===== config.mk =====
export PLATFORM = sky130hd
export DESIGN_NAME = byte_ring_fifo_with_peek
export DESIGN_NICKNAME = d
export VERILOG_FILES = /design/src/rtl/brf_pkg.sv /design/src/rtl/brf_ptr_ctrl.sv /design/src/rtl/byte_ring_fifo_with_peek.sv
export SDC_FILE = /design/constraint.sdc
export NUM_CORES = 1
export LEC_CHECK = 0
export ABC_AREA = 1
export BUFFER_PORTS_ARGS = -buffer_cell sky130_fd_sc_hd__clkbuf_2
export CAP_MARGIN = 20
export CELL_PAD_IN_SITES_DETAIL_PLACEMENT = 0
export CELL_PAD_IN_SITES_GLOBAL_PLACEMENT = 1
export CORE_MARGIN = 3
export CORE_UTILIZATION = 45
export DETAILED_ROUTE_END_ITERATION = 7
export PLACE_DENSITY = 0.68
export SLEW_MARGIN = 20
export SYNTH_ARGS = -nofsm -noshare
export SYNTH_HDL_FRONTEND = slang
export SYNTH_HIERARCHICAL = 1
export SYNTH_SLANG_ARGS = --single-unit

===== constraint.sdc =====
create_clock -name clk_i -period 5.7 [get_ports clk_i]
set_input_delay 0.285 -clock clk_i [delete_from_list [all_inputs] [get_ports clk_i]]
set_output_delay 0.285 -clock clk_i [all_outputs]
set_load 0.1 [all_outputs]

===== src/rtl/brf_pkg.sv =====
// types and codes shared by the byte ring fifo top level and its pointer control
// no dependencies
package brf_pkg;

  typedef enum logic [2:0] {
    OP_WRITE     = 3'd0,
    OP_READ      = 3'd1,
    OP_PEEK      = 3'd2,
    OP_REMOVE    = 3'd3,
    OP_AVAILABLE = 3'd4
  } opcode_e;

  typedef enum logic [1:0] {
    ST_OK    = 2'd0,
    ST_EMPTY = 2'd1,
    ST_FULL  = 2'd2
  } status_e;

  localparam int unsigned FillW = 12;

  typedef struct packed {
    logic [2:0] opcode;
    logic [7:0] data_in;
    logic [7:0] amount;
  } in_item_t;

  typedef struct packed {
    logic [7:0]       data_out;
    logic [1:0]       status;
    logic [FillW-1:0] fill_count;
  } out_item_t;

  // outcome of one operation, handed from pointer control to the top level
  typedef struct packed {
    logic             mem_we;
    logic             data_vld;
    status_e          status;
    logic [FillW-1:0] fill_count;
  } ctrl_res_t;

endpackage


===== src/rtl/brf_ptr_ctrl.sv =====
// read and write pointer registers and per-operation decode for the byte ring fifo
// depends on brf_pkg
module brf_ptr_ctrl #(
  parameter int unsigned DEPTH = 64
) (
  input  logic                         clk_i,
  input  logic                         rst_ni,
  input  logic                         go_i,
  input  brf_pkg::in_item_t            op_i,
  output logic [$clog2(DEPTH)-1:0]     wr_addr_o,
  output logic [$clog2(DEPTH)-1:0]     rd_addr_o,
  output brf_pkg::ctrl_res_t           res_o
);
  import brf_pkg::*;

  localparam int unsigned AW = $clog2(DEPTH);
  localparam logic [AW:0]   DepthW = (AW+1)'(DEPTH);
  localparam logic [AW-1:0] LastIdx = AW'(DEPTH - 1);

  logic [AW-1:0] wp_q, wp_d, rp_q, rp_d;
  logic [AW-1:0] wp_inc, rp_inc, peek_addr;
  logic [AW:0]   peek_sum, fill_diff, fill;
  logic          empty, full;
  logic [AW-1:0] amt_mod_tbl [256];

  // amount reduced modulo depth, built at elaboration
  for (genvar g = 0; g < 256; g++) begin : g_amt_mod
    localparam int unsigned ModVal = g % DEPTH;
    assign amt_mod_tbl[g] = AW'(ModVal);
  end

  assign empty  = (wp_q == rp_q);
  assign wp_inc = (wp_q == LastIdx) ? '0 : wp_q + AW'(1);
  assign rp_inc = (rp_q == LastIdx) ? '0 : rp_q + AW'(1);
  assign full   = (wp_inc == rp_q);

  assign peek_sum  = {1'b0, rp_q} + {1'b0, amt_mod_tbl[op_i.amount]};
  assign peek_addr = (peek_sum >= DepthW) ? AW'(peek_sum - DepthW) : AW'(peek_sum);

  assign wr_addr_o = wp_q;
  assign rd_addr_o = (op_i.opcode == OP_READ) ? rp_q : peek_addr;

  always_comb begin
    wp_d           = wp_q;
    rp_d           = rp_q;
    res_o.mem_we   = 1'b0;
    res_o.data_vld = 1'b0;
    res_o.status   = ST_OK;
    unique case (op_i.opcode)
      OP_WRITE: begin
        if (full) begin
          res_o.status = ST_FULL;
        end else begin
          res_o.mem_we = 1'b1;
          wp_d         = wp_inc;
        end
      end
      OP_READ: begin
        if (empty) begin
          res_o.status = ST_EMPTY;
        end else begin
          res_o.data_vld = 1'b1;
          // draining the last byte returns both pointers home
          if (rp_inc == wp_q) begin
            rp_d = '0;
            wp_d = '0;
          end else begin
            rp_d = rp_inc;
          end
        end
      end
      OP_PEEK: begin
        if (empty) begin
          res_o.status = ST_EMPTY;
        end else begin
          res_o.data_vld = 1'b1;
        end
      end
      OP_REMOVE: begin
        if (empty) begin
          res_o.status = ST_EMPTY;
        end else begin
          rp_d = peek_addr;
        end
      end
      default: begin
      end
    endcase
    fill_diff = {1'b0, wp_d} - {1'b0, rp_d};
    fill      = fill_diff[AW] ? fill_diff + DepthW : fill_diff;
    res_o.fill_count = FillW'(fill);
  end

  always_ff @(posedge clk_i or negedge rst_ni) begin
    if (!rst_ni) begin
      wp_q <= '0;
      rp_q <= '0;
    end else if (go_i) begin
      wp_q <= wp_d;
      rp_q <= rp_d;
    end
  end

endmodule


===== src/rtl/byte_ring_fifo_with_peek.sv =====
// top level of the byte ring fifo with peek: storage memory, clear sweep, result pipeline
// depends on brf_pkg and brf_ptr_ctrl
//
// usage:
//   input channel  in_valid_i / in_stall_o / in_data_i carries one operation
//   (write, read, peek, remove, available) per transaction
//   output channel out_valid_o / out_stall_i / out_data_o returns exactly one
//   result per operation, in order: byte, status and fill count after the op
// pipeline: an accepted operation passes the read stage, then the output register
// the storage memory read is registered, and the next operation is taken only
//   once the previous result has left the read stage
// reset: pointers clear at once, then the storage is swept to zero, one
//   entry a cycle, through all DEPTH entries; in_stall_o stays high during the sweep
// stall: while out_stall_i holds a pending result, out_data_o stays put and
//   in_stall_o is raised, so no operation is lost or reordered
module byte_ring_fifo_with_peek #(
  parameter int unsigned DEPTH = 64
) (
  input  logic               clk_i,
  input  logic               rst_ni,
  input  logic               in_valid_i,
  output logic               in_stall_o,
  input  brf_pkg::in_item_t  in_data_i,
  output logic               out_valid_o,
  input  logic               out_stall_i,
  output brf_pkg::out_item_t out_data_o
);
  import brf_pkg::*;

  localparam int unsigned AW = $clog2(DEPTH);
  localparam logic [AW-1:0] LastIdx = AW'(DEPTH - 1);

  logic [7:0]    mem [DEPTH];
  logic [7:0]    mem_rdata_q;
  logic          mem_we;
  logic [AW-1:0] mem_waddr;
  logic [7:0]    mem_wdata;

  logic          clr_q;
  logic [AW-1:0] clr_addr_q;

  logic          accept;
  logic [AW-1:0] wr_addr, rd_addr;
  ctrl_res_t     res;

  logic          s1_vld_q;
  ctrl_res_t     s1_res_q;
  logic          out_vld_q;
  out_item_t     out_q;

  brf_ptr_ctrl #(
    .DEPTH(DEPTH)
  ) u_ptr (
    .clk_i     (clk_i),
    .rst_ni    (rst_ni),
    .go_i      (accept),
    .op_i      (in_data_i),
    .wr_addr_o (wr_addr),
    .rd_addr_o (rd_addr),
    .res_o     (res)
  );

  assign in_stall_o = clr_q || s1_vld_q || (out_vld_q && out_stall_i);
  assign accept     = in_valid_i && !in_stall_o;

  assign mem_we    = clr_q || (accept && res.mem_we);
  assign mem_waddr = clr_q ? clr_addr_q : wr_addr;
  assign mem_wdata = clr_q ? 8'd0 : in_data_i.data_in;

  // zero sweep after reset
  always_ff @(posedge clk_i or negedge rst_ni) begin
    if (!rst_ni) begin
      clr_q      <= 1'b1;
      clr_addr_q <= '0;
    end else if (clr_q) begin
      clr_addr_q <= clr_addr_q + AW'(1);
      if (clr_addr_q == LastIdx) begin
        clr_q <= 1'b0;
      end
    end
  end

  always_ff @(posedge clk_i) begin
    if (mem_we) begin
      mem[mem_waddr] <= mem_wdata;
    end
    if (accept) begin
      mem_rdata_q <= mem[rd_addr];
    end
  end

  always_ff @(posedge clk_i or negedge rst_ni) begin
    if (!rst_ni) begin
      s1_vld_q  <= 1'b0;
      out_vld_q <= 1'b0;
    end else begin
      s1_vld_q <= accept;
      if (s1_vld_q) begin
        out_vld_q <= 1'b1;
      end else if (!out_stall_i) begin
        out_vld_q <= 1'b0;
      end
    end
  end

  always_ff @(posedge clk_i) begin
    if (accept) begin
      s1_res_q <= res;
    end
    if (s1_vld_q) begin
      out_q.data_out   <= s1_res_q.data_vld ? mem_rdata_q : 8'd0;
      out_q.status     <= s1_res_q.status;
      out_q.fill_count <= s1_res_q.fill_count;
    end
  end

  assign out_valid_o = out_vld_q;
  assign out_data_o  = out_q;

`ifndef NO_ASSERTIONS
  // the output register is always free when the read stage hands over
  a_s1_out_free: assert property (@(posedge clk_i) disable iff (!rst_ni)
    s1_vld_q |-> !out_vld_q)
    else $error("read stage result would overwrite a pending output");

  a_accept_to_s1: assert property (@(posedge clk_i) disable iff (!rst_ni)
    accept |=> s1_vld_q && !$past(clr_q))
    else $error("accepted transaction did not reach the read stage");

  a_zero_data: assert property (@(posedge clk_i) disable iff (!rst_ni)
    out_vld_q && (out_q.status != ST_OK) |-> (out_q.data_out == 8'd0))
    else $error("failed operation returned nonzero data");

  a_fill_range: assert property (@(posedge clk_i) disable iff (!rst_ni)
    out_vld_q |-> ({1'b0, out_q.fill_count} < 13'(DEPTH)))
    else $error("fill count out of range");

  a_clear_quiet: assert property (@(posedge clk_i) disable iff (!rst_ni)
    clr_q |-> !s1_vld_q && !out_vld_q)
    else $error("result pending during storage clear");
`endif

endmodule


==> metrics <==
Clk Tree Root Cell=clkbuf_16; drt first-iter violations=1540; startpoint types=flip-flop; post-route DRC violation count=0; Unique masters post-synth=46; Final Net Count=2295; placed cell area=0.0259 sq mm; max-slew violations=0; Setup Fix Bufs, Post-CTS=0; min cycle time layout=3810 ps; I/O Pins=47; fillers=4923; global-route wire length before repair=95.9 mm; clk sinks=578; Layout Skew=21.2 ps; H-Tree Depth=2; Layout Utilization=50.4%; Core Rows=86; period utilisation layout=66.8%; Skew-Pair Late Insertion Delay=630 ps; Max Fanout on Critical Path=34; Final Hold Viols=0; routed len/inst=20.6 microns; CTS tree=done; DIE WIDTH=243 microns; post-CTS sizing=0; Die H=243 microns; Worst EP arrival=4290 ps; most frequent cells in the layout=nand2_1, edfxtp_1, nand3_1, nor2_1, clkbuf_16; leak pwr=0.0104 uW; worst vdd ir=0.465 mV; max frequency=0.263 GHz; antenna violations before repair=1; Worst Setup Path Type=flip-flop to flip-flop; Core Area=0.0553 sq mm; number of max-cap violations=0; RSZ-0062 raised after global routing=no; Worst Tran Pin Value=987 ps; DR vias/cell=5.32; Final Wtd Congestion=0.832; number of CTS-inserted buffers=60; Tot GR Track Use=21.4%; hold buffer count at cts=2; mapped cell area=0.0252 sq mm; IO Port Bufs=44; TritonRoute pass-1 iters=5; share of cells above drive strength 1=10.7%; status=complete, no violations; Pwr Total=14300 uW; sequential area share after synthesis=68.4%; Final Setup Violations=0; Max clock buf depth=3; post-synthesis register bit count=578; pwr dens=512 mW/mm^2; Die Area=0.0589 sq mm; Area Overhead vs Synth=10.5%; worst min path class=input pin to flip-flop; Mapped Cells=2244; Rel. slew slack=34.2%; critical path required time=6180 ps; commonest non-fill, non-tap cell in the layout=nand2_1; GRT overflow=0; Final Cell Area=0.0279 sq mm; YS warnings=6; Post-DRT Antenna Nets=0; CP endpoint kind=flip-flop; ANT cells=0; initial core utilization=45.6%; via count=16.2k; clock slew at reported path FFs=60 ps; vias in the first global route=15.6k; final wirelength=63.0 mm; worst hold slack=83.5 ps; hpwl dp=35.5 mm; Avg Cell Area, Syn=11.2 sq um; largest net degree at the start of global routing=140; total negative slack=0 ps
critical path, stage by stage (launching register included):
cell     delay, ps
dfrtp_1        600
ha_1           270
inv_1           60
fa_1           400
xnor2_1        170
nand2_1        120
o21ai_4         70
inv_2          650
buf_4          530
nand3_1        220
nand2_1        140
nand2_1         60
nand3_1        160
nand3_1        100
nand2_1        100
Yosys cell counts, drive strengths merged:
library cell  number  area [sq um]
a21o               2          15.0
a21oi             12          71.3
a31oi              1          6.26
and2               1          6.26
buf              118           856
clkbuf            11          41.3
conb               1          3.75
dfrtp             20           500
dfstp              1          26.3
edfxtp           557         16700
fa                 2          40.0
ha                13           163
inv               73           282
nand2            785          3020
nand3            471          2430
nand4             14           208
nor2             104           435
nor3               3          15.0
nor3b              1          7.51
o211ai             2          15.0
o21ai             29           160
o21bai             3          26.3
o22ai              1          6.26
o31ai              1          12.5
or2                2          12.5
xnor2              3          26.3
xor2              13           114
final cells by class:
cell class              instances  area [sq um]  share of cell area, %
clock buffers                  80          1590                   5.69
clock inverters                30           400                   1.44
inverters                      73           287                   1.03
multi-input cells            1469          6910                   24.8
flip-flops and latches        578         17300                   61.9
well taps                     748           936                   3.36
repair buffers                 75           495                   1.78
sequential cells by signal (all words and copies together), names as in the netlist:
register,cells
mem,512
out_data_o,22
s1_res_q,15
mem_rdata_q,8
clr_addr_q,6
u_ptr/rp_q,6
u_ptr/wr_addr_o,6
clr_q,1
out_valid_o,1
s1_vld_q,1
per-layer routing:
layer  GRT usage [%]  wire, microns
met5               0              0
met2            34.5          29800
met3            3.13           3630
met1            30.7          28100
met4            5.34           1420
final timing paths:
check                                 endpoint     startpoint  cells after the start  slack [ps]
worst max-delay path            mem_rdata_q[5]  u_ptr/rp_q[0]                     14        1890
worst min-delay path              s1_res_q[12]  in_data_i[16]                      3          80
worst max register to register  mem_rdata_q[5]  u_ptr/rp_q[0]                     14        1890
worst min register to register  out_data_o[10]   s1_res_q[10]                      0         420
max in group asynchronous        clr_addr_q[1]         rst_ni                      2        5060
min in group asynchronous        u_ptr/rp_q[4]         rst_ni                      2         210
per-stage QoR:
step                      cells  setup slack [ps]
after floorplan            2249              2080
after global placement     2941              1750
after detailed placement   2941              1730
after CTS                  3053              1890
after global routing       3053              1640
final                      3053              1890
report_power, final:
part,internal [uW],switching (uW)
logic,1430,3890
registers,4840,140
clock network,2360,1620
logic make-up (layout without fill, tap and decap cells):
| kind of cell | Yosys count | in the layout | share of synthesized area (%) |
|---|---|---|---|
| fa+ha+maj | 15 | 15 | 0.804 |
| buf+inv | 202 | 258 | 4.67 |
| simple gates | 1381 | 1381 | 24.3 |
| compound gates | 51 | 51 | 1.24 |
| other cells | 1 | 6 | 0.0149 |
| flops | 578 | 578 | 68.4 |
| xor+xnor | 16 | 16 | 0.556 |
Note: power is estimated with default switching activity, not from simulation.
